$ cat src/link_pair_jaccard_similarity_unit_macros.svh
// assertion macros for the link pair jaccard similarity unit
`ifndef LINK_PAIR_JACCARD_SIMILARITY_UNIT_MACROS_SVH
`define LINK_PAIR_JACCARD_SIMILARITY_UNIT_MACROS_SVH
`ifndef ASSERT_OFF
`define LPJ_ASSERT(label, clk, rst_n, prop) \
  label: assert property (@(posedge clk) disable iff (!rst_n) (prop)) \
    else $error("assertion failed");
`define LPJ_ASSERT_NEXT(label, clk, rst_n, pre, post) \
  label: assert property (@(posedge clk) disable iff (!rst_n) (pre) |=> (post)) \
    else $error("assertion failed");
`else
`define LPJ_ASSERT(label, clk, rst_n, prop)
`define LPJ_ASSERT_NEXT(label, clk, rst_n, pre, post)
`endif
`endif

$ cat src/lpj_pkg.sv
// shared types and constants of the link pair jaccard similarity unit
package lpj_pkg;
  localparam int MaxEdges = 4096;
  localparam int NodeBits = 16;
  localparam int FracBits = 16;
  localparam int IdxBits  = $clog2(MaxEdges);
  localparam int CntBits  = $clog2(MaxEdges + 1);
  localparam int DegBits  = 13;
  localparam int UniBits  = 14;
  localparam int SimBits  = FracBits + 1;
  localparam int NumBits  = UniBits + FracBits;

  localparam logic [1:0] StOk      = 2'd0;
  localparam logic [1:0] StNoShare = 2'd1;
  localparam logic [1:0] StFull    = 2'd2;
  localparam logic [1:0] StRange   = 2'd3;

  // command word handed from the front to the back
  typedef struct packed {
    logic                walk;
    logic [1:0]          status;
    logic [NodeBits-1:0] far_a;
    logic [NodeBits-1:0] far_b;
    logic [NodeBits-1:0] key;
    logic [CntBits-1:0]  count;
  } cmd_t;

  typedef struct packed {
    logic [1:0]          status;
    logic [NodeBits-1:0] far_a;
    logic [NodeBits-1:0] far_b;
    logic [NodeBits-1:0] key;
    logic [DegBits-1:0]  deg_a;
    logic [DegBits-1:0]  deg_b;
    logic [UniBits-1:0]  uni;
    logic [UniBits-1:0]  shared;
    logic [SimBits-1:0]  sim;
    logic [CntBits-1:0]  count;
  } res_t;
endpackage

$ cat src/lpj_queue.sv
// two-entry command queue between front and back
module lpj_queue (
  input  logic          clk_i,
  input  logic          rst_ni,
  input  logic          push_i,
  input  lpj_pkg::cmd_t data_i,
  input  logic          pop_i,
  output logic          valid_o,
  output lpj_pkg::cmd_t data_o
);
  import lpj_pkg::*;
  cmd_t       buf_q [2];
  logic       rp_q, wp_q;
  logic [1:0] n_q;

  always_ff @(posedge clk_i) begin
    if (push_i) buf_q[wp_q] <= data_i;
  end
  always_ff @(posedge clk_i or negedge rst_ni) begin
    if (!rst_ni) begin
      rp_q <= 1'b0; wp_q <= 1'b0; n_q <= '0;
    end else begin
      if (push_i) wp_q <= ~wp_q;
      if (pop_i) rp_q <= ~rp_q;
      n_q <= n_q + {1'b0, push_i} - {1'b0, pop_i};
    end
  end
  assign valid_o = (n_q != 2'd0);
  assign data_o  = buf_q[rp_q];
endmodule

$ cat config.mk
export PLATFORM = sky130hd
export DESIGN_NAME = lpj_queue
export DESIGN_NICKNAME = d
export VERILOG_FILES = /design/src/link_pair_jaccard_similarity_unit_macros.svh /design/src/lpj_pkg.sv /design/src/lpj_queue.sv
export SDC_FILE = /design/constraint.sdc
export NUM_CORES = 1
export LEC_CHECK = 0
export ABC_AREA = 1
export ABC_CLOCK_PERIOD_IN_PS = 4070
export CAP_MARGIN = 20
export CORE_UTILIZATION = 60
export CTS_CLUSTER_DIAMETER = 100
export DETAILED_ROUTE_END_ITERATION = 8
export DONT_BUFFER_PORTS = 1
export HOLD_SLACK_MARGIN = 0.03
export PLACE_DENSITY = 0.77
export SETUP_SLACK_MARGIN = 0.5
export SYNTH_ARGS = -nofsm -noshare
export SYNTH_HDL_FRONTEND = slang
export SYNTH_SLANG_ARGS = --single-unit
$ cat constraint.sdc
create_clock -name clk_i -period 4.07 [get_ports clk_i]
set_input_delay 0.2035 -clock clk_i [delete_from_list [all_inputs] [get_ports clk_i]]
set_output_delay 0.2035 -clock clk_i [all_outputs]
set_load 0.03 [all_outputs]
==> results of run 1 <==
## path summary, 6_finish.rpt
| check | end | slack (ns) | depth (start not counted) | startpoint |
|---|---|---|---|---|
| setup / recovery | data_o[39] | 1.52 | 2 | rp_q$_DFFE_PN0P_ |
| hold / removal | buf_q[0][61]$_DFFE_PP_ | 0.09 | 2 | push_i |
| setup reg to reg | buf_q[1][8]$_DFFE_PP_ | 2.11 | 3 | wp_q$_DFFE_PN0P_ |
| hold reg to reg | wp_q$_DFFE_PN0P_ | 0.55 | 1 | wp_q$_DFFE_PN0P_ |
| max in group asynchronous | rp_q$_DFFE_PN0P_ | 3.35 | 2 | rst_ni |
| min in group asynchronous | rp_q$_DFFE_PN0P_ | 0.51 | 2 | rst_ni |
## registers in the layout, indices dropped and copies added, names as in the netlist
register and flops:
rp_q 1, n_q 2, buf_q 128, wp_q 1
## metal layers
layer / vias to the layer above / track usage, % / share of wire, %
met3: 12 / 6.42 / 5.7
met4: 0 / 11.0 / 1.8
li1: 1358 / - / -
met5: - / 0 / 0
met1: 1308 / 22.3 / 39
met2: 95 / 36.2 / 54
## cell usage after synthesis, drive strengths merged
master  instances
buf            13
clkbuf          1
xor2            2
dfrtp           4
o21ai          64
nand3           1
ha              2
edfxtp        128
nor2            1
nand2          71
inv            71
## power by group through the flow
stage               registers [mW]  logic [mW]  clock network (mW)
detailed placement            2.06        1.21                   0
floorplan                     1.90        1.32                   0
global route                  1.97        1.49                1.47
finish                        1.94        1.39                1.39
CTS                           2.04        1.28                1.41
global placement              2.04        1.20                   0
## timing repair
action	4_1_cts	5_1_grt
hold endpoints to repair	136	0
buffers inserted	0	0
hold buffers	68	0
## metrics by stage
stage | setup WS [ns] | power [mW] | instance area, um2
2_1_floorplan | 1.56 | 3.21 | 4990
5_1_grt | 1.43 | 4.93 | 6260
3_3_place_gp | 2.03 | 3.25 | 5000
3_5_place_dp | 2.02 | 3.28 | 5000
6_report | 1.52 | 4.72 | 6270
4_1_cts | 1.48 | 4.73 | 6240
## worst register-to-register path: stages (launching register included)
cell and delay, ns:
sky130_fd_sc_hd__dfrtp_1 0.42, sky130_fd_sc_hd__nand2_1 0.09, sky130_fd_sc_hd__inv_2 0.59, sky130_fd_sc_hd__buf_4 0.52
## area by class of cell
cell class,count,area (um2)
Timing Repair Buffer,71,723
Inverter,71,267
Fill cell,456,1620
Tap cell,102,128
Antenna cell,1,2.50
Multi-Input combinational cell,141,646
Sequential cell,132,3950
Clock buffer,18,418
Clock inverter,13,135
## kinds of logic after synthesis
kind of cell             share of synthesized area, %
buffers and inverters                            8.20
AO/OA/AOI/OAI                                    6.42
flip-flops                                       79.0
AND/OR/NAND/NOR                                  5.52
XOR/XNOR                                        0.351
adder cells (fa/ha/maj)                         0.501
==> impl_summary.txt, run 1 <==
----------------------------------------------------
[Power and ir drop]
  Sequential cell fraction of total power ... roughly 40%
  Internal power component ... 2.90 mW
  Share of power burned in the clock network ... 29.5%
  Areal power density over the cells ... between 700 and 800 mW/mm2
  Net Sw Power ... approximately 1.8 mW
  Max IR drop VDD ... approximately 0.62 mV
  Fraction of power consumed by combinational cells ... between 20% and 30%
  Standby leakage power ... around 2.5 nW
  Net Sw Frac ... approximately two fifths

[Layout]
  Proportion of layout cells with a drive suffix above 1 ... approximately 8%
  Top library cells by usage in the layout, fill and taps aside ... 128 x sky130_fd_sc_hd__edfxtp_1, 71 x sky130_fd_sc_hd__nand2_1, 70 x sky130_fd_sc_hd__inv_1, 68 x sky130_fd_sc_hd__dlygate4sd3_1, 48 x sky130_fd_sc_hd__o21ai_0
  Area grow syn2layout ... 25.5%
  Post-route core utilization ... roughly 79%
  Count of non-filler cells in the finished layout ... 549
  Net count, final ... 504
  Most common library cell in the layout ignoring fill and taps ... sky130_fd_sc_hd__edfxtp_1

[Critical path]
  Critical path cell sequence ... buf_16, o21ai_0
  Sort of element at the start of the critical path ... register
  CP arrival ... 2.34 ns
  Library cell contributing the largest single delay on the critical path ... sky130_fd_sc_hd__o21ai_0
  Kind of cell with the highest combined delay on the critical path ... compound AO/OA/AOI/OAI gates
  Peak per-stage delay on the critical path ... between 0.8 and 0.9 ns
  CP Data Required Time ... just under 4 ns
  Type of the worst setup path ... register to primary output
  CP Max Fanout ... 79
  CP Capture Type ... primary output
  Buffering stage count on the worst path with inverters included ... 1

[Synthesis]
  Number of synthesized register bits ... 132
  Count of mapped cells out of synthesis ... approximately 360
  Sequential fraction of the synthesis area ... around four fifths
  Total of warnings raised by yosys ... 0
  Net count of the mapped netlist ... ~430
  Leading cell types by total area after synthesis ... sky130_fd_sc_hd__edfxtp_1 77%, sky130_fd_sc_hd__inv_1 5.3%, sky130_fd_sc_hd__nand2_1 5.3%
  Syn Std Cell Area ... between 0.004 and 0.005 mm2
  Average cell area after synthesis ... roughly 14 um2
  Netlist cell types ... 13
  Share of the synthesized area in the top cell type ... just under 80%
  Leading area contributor after synthesis ... sky130_fd_sc_hd__edfxtp_1

[Floorplan]
  Floorplan die height ... ~93 um
  IO Pins ... roughly 130
  Cell Rows ... 32
  Area of the die ... 0.00869 mm2
  Core outline area ... 0.00789 mm2
  Die Wd ... 93.2 um
  Starting utilization of the core area ... between 60% and 70%

[Route]
  Final antenna-violating net count ... 0
  Number of remaining DRC errors ... 0
  Count of routing violations after the opening detailed-route iteration ... roughly 150
  Pre-antenna DRT Iters ... 4
  WL final ... ~8.5 mm
  Average via count per standard cell ... 5.05
  Routed length per placed instance ... between 15 and 20 um
  Routed vias ... roughly 2800

[Clock tree]
  Clock root buffer master ... sky130_fd_sc_hd__clkbuf_8
  H-Tree Level Count ... 4
  CTS tree ... built
  CTS Sinks ... about 130
  PostCTS Resize Cnt ... 0
  Clock input transition at the sequential cells of the worst setup and hold paths ... 0.06 ns
  Maximum buffer depth of the clock tree ... 2
  Clock buffers created by TritonCTS ... 17
  Clock latency on the worst-skew pair ... about 0.50 ns

[STA]
  Fmax ... about 400 MHz
  Final worst path period need ... 2.55 ns
  Final setup fails ... 0
  Max-slew headroom ... ~28%
  Final setup TNS ... 0 ns
  Setup clock skew after layout ... roughly 0.0074 ns
  Max-slew violation count ... 0
  Slew at the pin closest to its max-slew limit ... 1.07 ns
  Fin. Hold Viols ... 0
  Period Utilization, post-route ... about 63%
  RSZ-0062 raised after global routing ... no
  Final Hold Slack ... around 0.094 ns

[Global route]
  Via count of the first global-routing pass ... approximately 2800
  Global routing usage summed across all routing layers ... approximately a fifth
  Remaining global-route overflow ... 0
  Number of antenna violations at the first check in global routing ... 1
  Global-route wire length before repair ... 12.9 mm
  Maximum number of pins on one net before global-route repair ... 130

[Run status]
  Outcome ... complete, no violations

[Placement]
  Dpl hpwl ... roughly 5.0 mm
  Weighted congestion at the end of routability-driven global placement ... ~0.75
  # placed instances ... approximately 450
  Port Buf Inserts ... 0

[Flow run]
  Max-cap check violation count ... 0

[Min path]
  Worst min path class ... primary input to register

----------------------------------------------------
(Power assumes the default switching activity.)
==> run 2: changes to the inputs <==
ABC_CLOCK_PERIOD_IN_PS = 2600   (was 4070)
clock period = 2.6 ns   (was 4.07 ns; I/O delays follow)
==> run 2 against run 1 <==
  * Utilization rose by 7.2 points
  * Critical path depth stayed put
  * Routed wire length grew 26%
  * Register-to-register slack worse by 0.96 ns
  * Die area is the same
  * Total power up 85%
  * Sequential power up 54%
  * Count of clock-buffer cells in the layout down 1
  * Combinational power up 120%
  * Highest routed layer unchanged
==> impl_summary.txt, run 2 (same netlist as run 1, synthesis figures left out) <==
----------------------------------------------------
[Clock tree]
  CTS Sinks ... 132 (unchanged)
  Maximum buffer depth of the clock tree ... 2 (unchanged)
  CTS tree ... built
  Clock latency on the worst-skew pair ... 0.49 ns (about the same)
  Clock buffers created by TritonCTS ... 17 (unchanged)
  H-Tree Level Count ... 4 (unchanged)
  Clock input transition at the sequential cells of the worst setup and hold paths ... 0.06 ns (about the same)
  Clock root buffer master ... sky130_fd_sc_hd__clkbuf_8

[STA]
  Max-slew violation count ... 0 (unchanged)
  Slew at the pin closest to its max-slew limit ... 0.668 ns (-0.400 ns)
  Fin. Hold Viols ... 0 (unchanged)
  Final setup fails ... 0 (unchanged)
  Final worst path period need ... about 1.9 ns
  Period Utilization, post-route ... between 70% and 80%
  Max-slew headroom ... 55.2% (+27 points)
  RSZ-0062 raised after global routing ... no
  Setup clock skew after layout ... 0.00608 ns (-0.00130 ns)
  Final setup TNS ... 0 ns (unchanged)
  Fmax ... between 500 and 600 MHz

[Floorplan]
  Starting utilization of the core area ... 63.3% (unchanged)
  Core outline area ... 0.00789 mm2 (unchanged)
  Area of the die ... 0.00869 mm2 (unchanged)
  Cell Rows ... 32 (unchanged)
  IO Pins ... 133 (unchanged)
  Floorplan die height ... 93.2 um (unchanged)
  Die Wd ... 93.2 um (unchanged)

[Power and ir drop]
  Standby leakage power ... 2.81 nW (+14%)
  Areal power density over the cells ... 1270 mW/mm2 (+69%)
  Max IR drop VDD ... 0.973 mV (+57%)

[Layout]
  Flip-flop count of the largest register after layout ... 128 (unchanged)
  Top library cells by usage in the layout, fill and taps aside ... 128 x sky130_fd_sc_hd__edfxtp_1, 71 x sky130_fd_sc_hd__nand2_1, 70 x sky130_fd_sc_hd__inv_1, 68 x sky130_fd_sc_hd__dlygate4sd3_1, 53 x sky130_fd_sc_hd__buf_4
  Most common library cell in the layout ignoring fill and taps ... sky130_fd_sc_hd__edfxtp_1
  Area grow syn2layout ... 36.9%
  Count of non-filler cells in the finished layout ... 605 (+10%)
  Largest regs ... buf_q x128, n_q x2
  Net count, final ... 558 (+11%)
  Register with the most flip-flops ... buf_q
  Proportion of layout cells with a drive suffix above 1 ... 18.4% (+11 points)

[Critical path]
  CP Capture Type ... primary output
  Library cell contributing the largest single delay on the critical path ... sky130_fd_sc_hd__dfrtp_4
  Peak per-stage delay on the critical path ... 0.57 ns (-0.28 ns)
  CP arrival ... 1.82 ns (-0.52 ns)
  Sort of element at the start of the critical path ... register
  Kind of cell with the highest combined delay on the critical path ... flip-flops
  Buffering stage count on the worst path with inverters included ... 1 (unchanged)
  CP Max Fanout ... 29 (-63%)
  Type of the worst setup path ... register to primary output
  Critical path cell sequence ... buf_16, o21ai_1
  CP Data Required Time ... 2.47 ns (-1.40 ns)

[Global route]
  Remaining global-route overflow ... 0 (unchanged)
  Via count of the first global-routing pass ... 3266 (+17%)
  Global routing usage summed across all routing layers ... 26.1% (+5.4 points)
  Global-route wire length before repair ... 16.2 mm (+25%)
  Maximum number of pins on one net before global-route repair ... 58 (-55%)
  Number of antenna violations at the first check in global routing ... 1 (unchanged)

[Placement]
  Port Buf Inserts ... 0 (unchanged)
  Weighted congestion at the end of routability-driven global placement ... 0.785 (+4.8%)
  Dpl hpwl ... 5.13 mm (+2.8%)
  # placed instances ... 498 (+11%)

[Route]
  WL final ... 10.7 mm (+26%)
  Final antenna-violating net count ... 0 (unchanged)
  Pre-antenna DRT Iters ... 5 (+1)
  Count of routing violations after the opening detailed-route iteration ... 189 (+23%)
  Routed vias ... 3152 (+14%)
  Routed length per placed instance ... 17.6 um (+14%)
  Number of remaining DRC errors ... 0 (unchanged)
  Average via count per standard cell ... 5.21 (+3.1%)

[Run status]
  Outcome ... complete, no violations

[Flow run]
  Max-cap check violation count ... 0 (unchanged)

[Min path]
  Worst min path class ... primary input to register

----------------------------------------------------
[run 2: repair_timing]
item / in CTS / in global routing
setup endpoints to repair: 64 / 27
buffers inserted: 2 / 3
hold buffers: 68 / 0
resized for setup: 3 / 0
hold endpoints to repair: 145 / 0
[run 2: layer usage]
| metal | vias to the layer above | share of wire (%) | global-route usage [%] |
|---|---|---|---|
| li1 | 1468 | - | - |
| met1 | 1520 | 37 | 28.0 |
| met2 | 131 | 55 | 46.9 |
| met3 | 33 | 4.6 | 6.34 |
| met4 | 0 | 3.5 | 14.5 |
| met5 | - | 0 | 0 |
[run 2: report_power, final]
group / internal [mW] / leakage, nW / switching (mW) / total (mW)
registers: 2.83 / 1.25 / 0.148 / 2.98
clock network: 1.84 / 0.329 / 0.827 / 2.67
logic: 0.911 / 1.23 / 2.15 / 3.06
total: 5.58 / 2.81 / 3.13 / 8.71
[run 2: worst min-delay path, delay by kind of cell]
kind | cells | cell delay, ns
buf+inv | 2 | 0.29
simple gates | 1 | 0.06
[run 2: final timing paths]
path	start	to	slack (ns)	cells past startpoint
worst min-delay path	push_i	buf_q[1][59]$_DFFE_PP_	0.20	3
worst max-delay path	rp_q$_DFFE_PN0P_	data_o[53]	0.65	2
max in group asynchronous	rst_ni	rp_q$_DFFE_PN0P_	1.91	2
worst max register to register	wp_q$_DFFE_PN0P_	buf_q[0][24]$_DFFE_PP_	1.15	2
min in group asynchronous	rst_ni	n_q[0]$_DFF_PN0_	0.47	2
worst min register to register	wp_q$_DFFE_PN0P_	wp_q$_DFFE_PN0P_	0.54	1
[run 2: area by class of cell]
cell class	instances	area, um2
timing repair buffer	125	1160
antenna	2	5.00
clock buffer	17	414
tap	102	128
multi-input combinational	141	657
clock inverter	15	258
fill	367	1050
inverter	71	267
sequential	132	3950
[run 2: per-stage QoR]
stage | power, mW | setup WS, ns | area (um2) | utilization (%) | hold slack (ns)
floorplan | 5.02 | 0.469 | 5000 | - | -0.166
global route | 9.04 | 0.580 | 6830 | 86.6 | 0.199
detailed placement | 5.71 | 0.709 | 5390 | 68.3 | -0.165
global placement | 5.64 | 0.770 | 5390 | 68.3 | -0.165
CTS | 8.64 | 0.472 | 6800 | 86.2 | 0.173
finish | 8.71 | 0.653 | 6830 | 86.6 | 0.200
